## config.mk

```make
export PLATFORM = sky130hd
export DESIGN_NAME = two_key_press_lock_debouncer
export DESIGN_NICKNAME = d
export VERILOG_FILES = /design/src/sv/tkpl_pkg.sv /design/src/sv/tkpl_key.sv /design/src/sv/two_key_press_lock_debouncer.sv
export VERILOG_INCLUDE_DIRS = /design/src /design/src/sv
export SDC_FILE = /design/constraint.sdc
export NUM_CORES = 1
export LEC_CHECK = 0
export ABC_CLOCK_PERIOD_IN_PS = 8900
export BUFFER_PORTS_ARGS = -buffer_cell sky130_fd_sc_hd__buf_2
export CAP_MARGIN = 5
export CORE_ASPECT_RATIO = 0.5
export CORE_UTILIZATION = 45
export CTS_BUF_LIST = sky130_fd_sc_hd__clkbuf_8
export DETAILED_ROUTE_END_ITERATION = 10
export GPL_ROUTABILITY_DRIVEN = 0
export PLACE_DENSITY = 0.74
export SLEW_MARGIN = 40
export SYNTH_ARGS = -nofsm -noshare
export SYNTH_HDL_FRONTEND = slang
export SYNTH_SLANG_ARGS = --single-unit
export TNS_END_PERCENT = 20
```

## constraint.sdc

```tcl
create_clock -name clk_i -period 8.9 [get_ports clk_i]
set_input_delay 1.335 -clock clk_i [delete_from_list [all_inputs] [get_ports clk_i]]
set_output_delay 1.335 -clock clk_i [all_outputs]
set_load 0.02 [all_outputs]
```

## src/sv/two_key_press_lock_debouncer_macros.svh

```systemverilog
// Assertion macros shared by the debouncer RTL.
`ifndef TWO_KEY_PRESS_LOCK_DEBOUNCER_MACROS_SVH
`define TWO_KEY_PRESS_LOCK_DEBOUNCER_MACROS_SVH

// Same-cycle implication, sampled on clk_i and disabled during reset.
`define TKPL_ASSERT_NOW(lbl, ant, cons) \
  lbl: assert property (@(posedge clk_i) disable iff (!rst_ni) (ant) |-> (cons)) \
    else $error("debouncer assertion failed");

// Next-cycle implication, sampled on clk_i and disabled during reset.
`define TKPL_ASSERT_NEXT(lbl, ant, cons) \
  lbl: assert property (@(posedge clk_i) disable iff (!rst_ni) (ant) |=> (cons)) \
    else $error("debouncer assertion failed");

`endif

```

## src/sv/tkpl_pkg.sv

```systemverilog
// Shared types and constants of the two-key press-lock debouncer.
`default_nettype none
package tkpl_pkg;

  localparam int unsigned TimeW   = 32;
  localparam int unsigned CfgW    = 16;
  localparam int unsigned CfgIdxW = 2;

  localparam logic [CfgW-1:0] LockoutReset = CfgW'(80);
  localparam logic [CfgW-1:0] StableReset  = CfgW'(80);

  localparam logic [CfgIdxW-1:0] CfgIdxLockout = CfgIdxW'(0);
  localparam logic [CfgIdxW-1:0] CfgIdxStable  = CfgIdxW'(1);

  typedef enum logic [1:0] {
    EVT_NONE = 2'd0,
    EVT_ADD  = 2'd1,
    EVT_SUB  = 2'd2
  } event_e;

  // Per-key debounce state.
  typedef struct packed {
    logic             armed;
    logic [TimeW-1:0] last_press;
    logic [TimeW-1:0] rel_start;
  } key_state_t;

  // Per-key sample of one request.
  typedef struct packed {
    logic level;
    logic fall;
  } key_sample_t;

  typedef struct packed {
    logic [CfgW-1:0] lockout;
    logic [CfgW-1:0] stable;
  } cfg_t;

endpackage
`default_nettype wire

```

## src/sv/tkpl_key.sv

```systemverilog
// Edge acceptance and release rearm logic for one key.
`default_nettype none
module tkpl_key import tkpl_pkg::*; (
  input  key_state_t       state_i,
  input  key_sample_t      sample_i,
  input  logic [TimeW-1:0] now_i,
  input  logic             poll_i,
  input  cfg_t             cfg_i,
  output key_state_t       state_o,
  output logic             accept_o
);

  logic [TimeW-1:0] since_press;
  logic [TimeW-1:0] since_release;
  key_state_t       after_edge;

  assign since_press = now_i - state_i.last_press;
  assign accept_o = sample_i.fall && state_i.armed && sample_i.level &&
                    (since_press >= TimeW'(cfg_i.lockout));

  always_comb begin
    after_edge = state_i;
    if (accept_o) begin
      after_edge.armed      = 1'b0;
      after_edge.rel_start  = '0;
      after_edge.last_press = now_i;
    end
  end

  assign since_release = now_i - after_edge.rel_start;

  // A released key starts its timer first and is rearmed on a later poll.
  always_comb begin
    state_o = after_edge;
    if (poll_i) begin
      if (!sample_i.level) begin
        if (after_edge.rel_start == '0) begin
          state_o.rel_start = now_i;
        end else if (since_release >= TimeW'(cfg_i.stable)) begin
          state_o.armed = 1'b1;
        end
      end else begin
        state_o.rel_start = '0;
      end
    end
  end

endmodule
`default_nettype wire

```

## src/sv/two_key_press_lock_debouncer.sv

```systemverilog
// Requests pass from an input register to a result register, which decouple the two sides.
// Throughput: one request per cycle while the output is not stalled.
// The key state is updated as a request moves from the input to the result register.
// Reset (rst_ni low, asynchronous) arms both keys, clears times, event and pending flag,
// and loads both timing registers with 80 ms.
`default_nettype none
module two_key_press_lock_debouncer import tkpl_pkg::*; (
  input  logic               clk_i,
  input  logic               rst_ni,
  input  logic               cfg_valid_i,
  output logic               cfg_ready_o,
  input  logic [CfgIdxW-1:0] cfg_index_i,
  input  logic [CfgW-1:0]    cfg_data_i,
  input  logic               in_valid_i,
  output logic               in_ready_o,
  input  logic [TimeW-1:0]   now_ms_i,
  input  logic               add_pressed_i,
  input  logic               sub_pressed_i,
  input  logic               add_fall_i,
  input  logic               sub_fall_i,
  input  logic               poll_event_i,
  input  logic               poll_pending_i,
  output logic               out_valid_o,
  input  logic               out_ready_i,
  output logic [1:0]         event_code_o,
  output logic               edge_pending_o
);

  `include "two_key_press_lock_debouncer_macros.svh"

  cfg_t             cfg_q;
  logic             in_valid_q;
  logic [TimeW-1:0] now_q;
  key_sample_t      add_smp_q, sub_smp_q;
  logic             poll_event_q, poll_pending_q;
  logic             out_valid_q;
  event_e           event_code_q;
  logic             edge_pending_q;

  key_state_t add_q, add_d, sub_q, sub_d;
  event_e     latched_q, latched_d, event_now;
  logic       pending_q, pending_d, pending_now;
  logic       add_acc, sub_acc, poll_any;
  logic       out_load, item_adv;

  assign cfg_ready_o = 1'b1;

  always_ff @(posedge clk_i or negedge rst_ni) begin
    if (!rst_ni) begin
      cfg_q.lockout <= LockoutReset;
      cfg_q.stable  <= StableReset;
    end else if (cfg_valid_i) begin
      if (cfg_index_i == CfgIdxLockout) begin
        cfg_q.lockout <= cfg_data_i;
      end else if (cfg_index_i == CfgIdxStable) begin
        cfg_q.stable <= cfg_data_i;
      end
    end
  end

  assign out_load   = !out_valid_q || out_ready_i;
  assign item_adv   = in_valid_q && out_load;
  assign in_ready_o = !in_valid_q || out_load;

  always_ff @(posedge clk_i or negedge rst_ni) begin
    if (!rst_ni) begin
      in_valid_q <= 1'b0;
    end else if (in_ready_o) begin
      in_valid_q <= in_valid_i;
    end
  end

  always_ff @(posedge clk_i) begin
    if (in_valid_i && in_ready_o) begin
      now_q          <= now_ms_i;
      add_smp_q      <= '{level: add_pressed_i, fall: add_fall_i};
      sub_smp_q      <= '{level: sub_pressed_i, fall: sub_fall_i};
      poll_event_q   <= poll_event_i;
      poll_pending_q <= poll_pending_i;
    end
  end

  assign poll_any = poll_event_q || poll_pending_q;

  tkpl_key u_add (
    .state_i  (add_q),
    .sample_i (add_smp_q),
    .now_i    (now_q),
    .poll_i   (poll_any),
    .cfg_i    (cfg_q),
    .state_o  (add_d),
    .accept_o (add_acc)
  );

  tkpl_key u_sub (
    .state_i  (sub_q),
    .sample_i (sub_smp_q),
    .now_i    (now_q),
    .poll_i   (poll_any),
    .cfg_i    (cfg_q),
    .state_o  (sub_d),
    .accept_o (sub_acc)
  );

  // Edges are handled before the polls, and sub overrides add within one request.
  always_comb begin
    pending_now = pending_q || add_smp_q.fall || sub_smp_q.fall;
    priority if (sub_acc) begin
      event_now = EVT_SUB;
    end else if (add_acc) begin
      event_now = EVT_ADD;
    end else begin
      event_now = latched_q;
    end
    pending_d = poll_pending_q ? 1'b0 : pending_now;
    latched_d = poll_event_q ? EVT_NONE : event_now;
  end

  always_ff @(posedge clk_i or negedge rst_ni) begin
    if (!rst_ni) begin
      add_q     <= '{armed: 1'b1, last_press: '0, rel_start: '0};
      sub_q     <= '{armed: 1'b1, last_press: '0, rel_start: '0};
      latched_q <= EVT_NONE;
      pending_q <= 1'b0;
    end else if (item_adv) begin
      add_q     <= add_d;
      sub_q     <= sub_d;
      latched_q <= latched_d;
      pending_q <= pending_d;
    end
  end

  always_ff @(posedge clk_i or negedge rst_ni) begin
    if (!rst_ni) begin
      out_valid_q <= 1'b0;
    end else if (out_load) begin
      out_valid_q <= in_valid_q;
    end
  end

  always_ff @(posedge clk_i) begin
    if (item_adv) begin
      event_code_q   <= poll_event_q ? event_now : EVT_NONE;
      edge_pending_q <= poll_pending_q && pending_now;
    end
  end

  assign out_valid_o    = out_valid_q;
  assign event_code_o   = event_code_q;
  assign edge_pending_o = edge_pending_q;

  `TKPL_ASSERT_NEXT(a_poll_clears_event, item_adv && poll_event_q, latched_q == EVT_NONE)
  `TKPL_ASSERT_NEXT(a_add_press_disarms, item_adv && add_acc, !add_q.armed)
  `TKPL_ASSERT_NEXT(a_stall_keeps_item, in_valid_q && !item_adv, in_valid_q)

endmodule
`default_nettype wire
```

# Yosys cells after proc, flatten, opt, wreduce, memory -nomap -nowiden
# Cells that the tools add are included.
# W data, S select, Z words.
word_totals:
  regBits: 208
  input_bits: 61
classes:
  add_sub_neg: 4
  n_lt_le_gt_ge: 4
  eq_ne: 1
  n_mux: 20
  n_bitwise: 1
  reduce_logical: 23
ops:
  columns: ["op", "n"]
  rows:
  - ["$mux W32", 6]
  - ["$mux W65", 2]
  - ["$ge A32 B16 Y1", 4]
  - ["$sub A32 B32 Y32", 4]
  - ["$logic_not A32 Y1", 2]
  - ["$logic_and A1 B1 Y1", 9]
  - ["$mux W1", 9]
  - ["$mux W2", 3]
  - ["$reduce_and A2 Y1", 3]
  - ["$logic_or A1 B1 Y1", 5]
  - ["$reduce_and A3 Y1", 1]
  - ["$eq A2 B1 Y1 const B", 1]
  - ["$logic_not A1 Y1", 2]
  - ["$logic_not A2 Y1", 1]
  - ["$not A1 Y1", 1]

# Longest topological paths before layout
logic_depth:
  word_depth: 10
  depth_mapped: 45
  mapped_depth_nobuf: 43

# Cells and area by module
# From an unflattened synthesis, not the netlist that was laid out.
hier_totals:
  cells_unflattened: 2141
  area_unflattened_um2: 19379.8
modules_own_cells:
  columns: ["mod", "n_inst", "cells_per_inst", "area_per_inst_um2", "seq_area_each_um2"]
  rows:
  - ["two_key_press_lock_debouncer", 1, 412, 7759.9, 5417.7]
  - ["tkpl_key (u_sub)", 1, 823, 5844.4, 0.0]
  - ["tkpl_key (u_add)", 1, 906, 5775.5, 0.0]

# Worst setup path after synthesis
# OpenSTA, ideal clock, no wires.
synth_timing:
  kind: "reg-to-reg"
  startpoint: "register now_q[1]"
  endpoint: "register sub_q[64] (netlist name)"
  arrival_time_ns: 8.257
  t_required_ns: 8.815
  setup_slack_ns: 0.558
  stages_incl_launch_ff: 43
  path_buffers: 2
  synth_period_minus_slack_ns: 8.342
  cell_sequence: "edfxtp_1 inv_1 fa_1 nand2b_1 a21o_1 nand2_1 xor2_1 ha_1 a21o_1 a221o_1 a31o_2 a2111oi_2 o2111a_1 nand4_1 nor2_2 a31o_1 buf_4 buf_2 [... 7 more ...] a21boi_0 o21ai_0 nand2b_1 a21o_1 a21oi_1 xnor2_1 ha_1 a21oi_1 o2111ai_1 a2111oi_0 o2111ai_1 a211oi_1 o211ai_1 a2111oi_0 nand3_1 a211o_1 nor4_1 nor3_1"
synth_between:
  elab_chain_len: 10
  elab_cells_between_ends: 11
synth_rtl:
  columns: ["element", "line_no", "source"]
  rows:
  - ["start: declaration", "two_key_press_lock_debouncer.sv:33", "logic [TimeW-1:0] now_q;"]
  - ["start signal: assignment", "two_key_press_lock_debouncer.sv:75", "now_q <= now_ms_i;"]
  - ["$sub A32 B32 Y32", "tkpl_key.sv:17", "assign since_press = now_i - state_i.last_press;"]
  - ["$ge A32 B16 Y1", "tkpl_key.sv:19", "(since_press >= TimeW'(cfg_i.lockout));"]
  - ["$logic_and A1 B1 Y1", "tkpl_key.sv:18", "assign accept_o = sample_i.fall && state_i.armed && sample_i.level &&"]
  - ["$mux W65", "tkpl_key.sv:23", "if (accept_o) begin"]
  - ["$sub A32 B32 Y32", "tkpl_key.sv:30", "assign since_release = now_i - after_edge.rel_start;"]
  - ["$ge A32 B16 Y1", "tkpl_key.sv:39", "end else if (since_release >= TimeW'(cfg_i.stable)) begin"]
  - ["$mux W1", "tkpl_key.sv:39", null]
  - ["$mux W1", "tkpl_key.sv:37", "if (after_edge.rel_start == '0) begin"]
  - ["$mux W1", "tkpl_key.sv:36", "if (!sample_i.level) begin"]
  - ["$mux W1 *", "tkpl_key.sv:35", "if (poll_i) begin"]
  - ["end signal: assignment", "two_key_press_lock_debouncer.sv:122", "sub_q <= '{armed: 1'b1, last_press: '0, rel_start: '0};"]
  - ["end signal: assignment", "two_key_press_lock_debouncer.sv:127", "sub_q <= sub_d;"]
  - ["end: declaration", "two_key_press_lock_debouncer.sv:40", "key_state_t add_q, add_d, sub_q, sub_d;"]
# Every way passes the cells marked *; elsewhere a longest branch is shown, timed or not.
# A chain may end at the register's enable or synchronous reset.

# Worst setup path in the final report
layout_timing:
  startpoint: "register now_q[0]"
  endpoint: "register sub_q[64] (netlist name)"
# The elaborated chain is that of the path after synthesis.

==> flow_summary.ini <==
[routing]
wl_per_cell_um = 20.18
firstDrtPassIters = 6
detail_route.iter0.violations = 1369
routed-via-count = 15320
drc_errors = 0
mean_number_of_vias_per_cell = 6.132
route.final.wire_length_mm = 50.42
antenna_violating_nets_post_route = 0

[yosys]
synth.top_cells.by_count = 192 x ha_1, 184 x nand2_1, 161 x dfrtp_1
synthesis.instances = 1889
yosysWarningCount = 0
library_cell_with_the_largest_summed_area_after_synthesis = dfrtp_1
post-synth-top-count-cell = ha_1
postSynthRegisterBits = 208
proportion_of_netlist_area_held_by_the_largest_area_contributor = 0.2348
postSynth.asyncResetShare = 0.8029
synth_enable_flop_cells = 41
synth_top_flop_cell = dfrtp_1
synthesis.nets = 2146
ys_top_cells_by_area = dfrtp_1 23%, ha_1 14%, edfxtp_1 7.2%
synth.avg_cell_area_sq_um = 9.084
seq_area_frac_synth = 0.3157
synthesis.area_sq_um = 17160
synth_cell_type_count = 99

[cells_and_area]
fin_nets = 2235
layout-drive-gt1-share = 0.1288
finalCoreUtilization = 0.5088
finish.cell_count_without_fillers = 2498
area_growth_syn_to_fin_pct = 11.11

[sta]
timing.final.setup_violations = 0
totalNegativeSetupSlack_ns = 0
grt_setup_unrepaired = yes
final_min_period_over_clock_period = 0.9582
actual_slew_at_the_worst_max_slew_pin_ns = 0.8036
worst_slew_margin_rel = 0.4567
clock_skew_ns = 0.03198
clock.fmax_mhz = 117.3
finalCriticalPeriod_ns = 8.528
finalHoldViolations = 0
slew_violations = 0

[clocking]
cts.htree.levels = 2
post_cts_hold_buffer_count = 0
cts_tree = built
clock_tree.buffer_depth = 3
cts_buffers = 35
clkSlewWorstSetupHoldPaths_ns = 0.06
clock_root_buffer = clkbuf_8
clk_latency_ns = 0.56
numClockSinks = 208

[setup_path]
worst_setup_path_end_kind = flip-flop
worstSetupStartpointType = flip-flop
required_ns = 9.38
timing.critical_path.slowest_cell_delay_ns = 0.35
setup_cp_type = reg -> reg
path_max_fanout = 5
arrival_ns = 9.00
crit_path_top_delay_cell = edfxtp_1

[global_routing]
grt_pass1_vias = 14550
grt_max_degree = 103
antenna_found_initial = 2
grt.overflow.total = 0
grt_pass1_wl_mm = 79.56
grt.total_usage = 0.2577

[run]
maxCapViolations = 0

[place]
buffer_ports.inserted = 65
place_inst = 2430
dpl.hpwl_mm = 38.36

[power_and_ir_drop]
worst_ir_drop_vdd_mv = 0.1420
powerDensity_nw_per_um2 = 306.4
leakage_power_of_the_design_uw = 0.008416

[status]
outcome = complete, no violations

[min_path]
hp-class = reg -> reg

[floorplan]
x_dimension_of_the_die_um = 278.2
rows = 50
initial_core_utilization = 0.4579
vertical_die_dimension_um = 140.1
die_area_sq_um = 38960
design.portCount = 67
core_area_sq_um = 37470
-- through the flow --
stage | hold slack, ns | cell area (sq um) | total power, uW | worst slack (ns)
2_1_floorplan | 0.4524 | 17160 | 3962 | 0.5580
4_1_cts | 0.4955 | 18860 | 5706 | 0.01530
5_1_grt | 0.5016 | 19060 | 6298 | -0.2000
6_report | 0.4901 | 19070 | 5842 | 0.3717
3_3_place_gp | 0.4655 | 18010 | 4629 | 0.2253
3_5_place_dp | 0.4758 | 18080 | 4714 | -0.1774
-- critical path, delay by kind of cell, from the launching register on --
kind	cells	cell delay [ns]
AOI/OAI and AO/OA	23	4.76
and+or+nand+nor	10	1.50
adders and majority gates	5	1.33
DFF	1	0.35
xor gates and xnor gates	2	0.27
buffers and inverters	2	0.20
-- state kept, by name, summed over array words and instances, names as in the netlist, 2 cells and up --
register / count
latched_q: 2
add_q: 65
now_q: 32
sub_smp_q: 2
add_smp_q: 2
sub_q: 65
cfg_q: 32
event_code_o: 2
-- power breakdown --
part           total [uW]  internal [uW]  switching [uW]
Sequential           1380           1220             153
Clock                 959            537             422
Combinational        3510           1460            2050
Total                5840           3220            2620
-- logic make-up after synthesis --
kind of cell             share of synthesized area
adder cells (fa/ha/maj)                     0.1447
other                                    0.0002185
AO/OA/AOI/OAI                               0.2309
buffers and inverters                      0.05892
XOR/XNOR                                   0.03959
AND/OR/NAND/NOR                             0.1547
flip-flops                                  0.3157
multiplexers                               0.05520
-- worst paths after layout --
kind / cells past startpoint / endpoint / start / slack (ns)
setup / recovery: 42 / sub_q[64]$_DFFE_PN1P_ / now_q[0]$_DFFE_PP_ / 0.37
hold / removal: 1 / sub_q[60]$_DFFE_PN0P_ / sub_q[60]$_DFFE_PN0P_ / 0.49
setup reg to reg: 42 / sub_q[64]$_DFFE_PN1P_ / now_q[0]$_DFFE_PP_ / 0.37
hold reg to reg: 1 / sub_q[60]$_DFFE_PN0P_ / sub_q[60]$_DFFE_PN0P_ / 0.49
max in group asynchronous: 3 / sub_q[43]$_DFFE_PN0P_ / rst_ni / 6.93
min in group asynchronous: 1 / sub_q[7]$_DFFE_PN0P_ / rst_ni / 0.65
-- area by class of cell --
cell class	count	area (sq um)
well taps	494	618.1
diodes	1	2.502
clock buffers	41	564.3
inverters	142	533.0
repair buffers	122	830.8
multi-input cells	1469	10910
flip-flops and latches	208	5418
fillers	3343	18410
clock inverters	21	192.7
-- metal layers --
metal	wire length (um)	vias to the layer above	part of all wire	GRT usage
met5	11	-	0.00022	0
met4	1442	2	0.029	0.08811
met3	4585	109	0.091	0.06105
met2	22130	611	0.44	0.3978
met1	22250	7408	0.44	0.3540
li1	-	7187	-	-
-- repair_timing --
item,in CTS,in global routing
setup buffers,0,3
endpoints found under the setup margin,1,2
gates resized for setup,7,24
pin swaps,2,17
-- placed cells by master, fill, tap and decap left out, drive strengths merged, types with 11 or more instances in the layout --
cell type  synthesis  final
nor2              88     88
a211oi            23     23
nor4              28     28
a211o             12     12
a22o              63     63
a31oi             19     19
o21a              27     27
edfxtp            41     41
buf               41    122
nor3              41     41
nand3             34     34
nand2            184    184
clkbuf            29     41
nor2b             24     24
a21o              43     43
xnor2             52     52
dfrtp            161    161
inv              142    151
mux2              77     77
nand2b            28     28
and3              11     11
xor2              23     23
o211ai            20     20
a21oi            145    145
ha               192    192
and2              15     15
o21ai            109    109
nand4             35     35
Note: power is estimated with default switching activity, not from simulation.
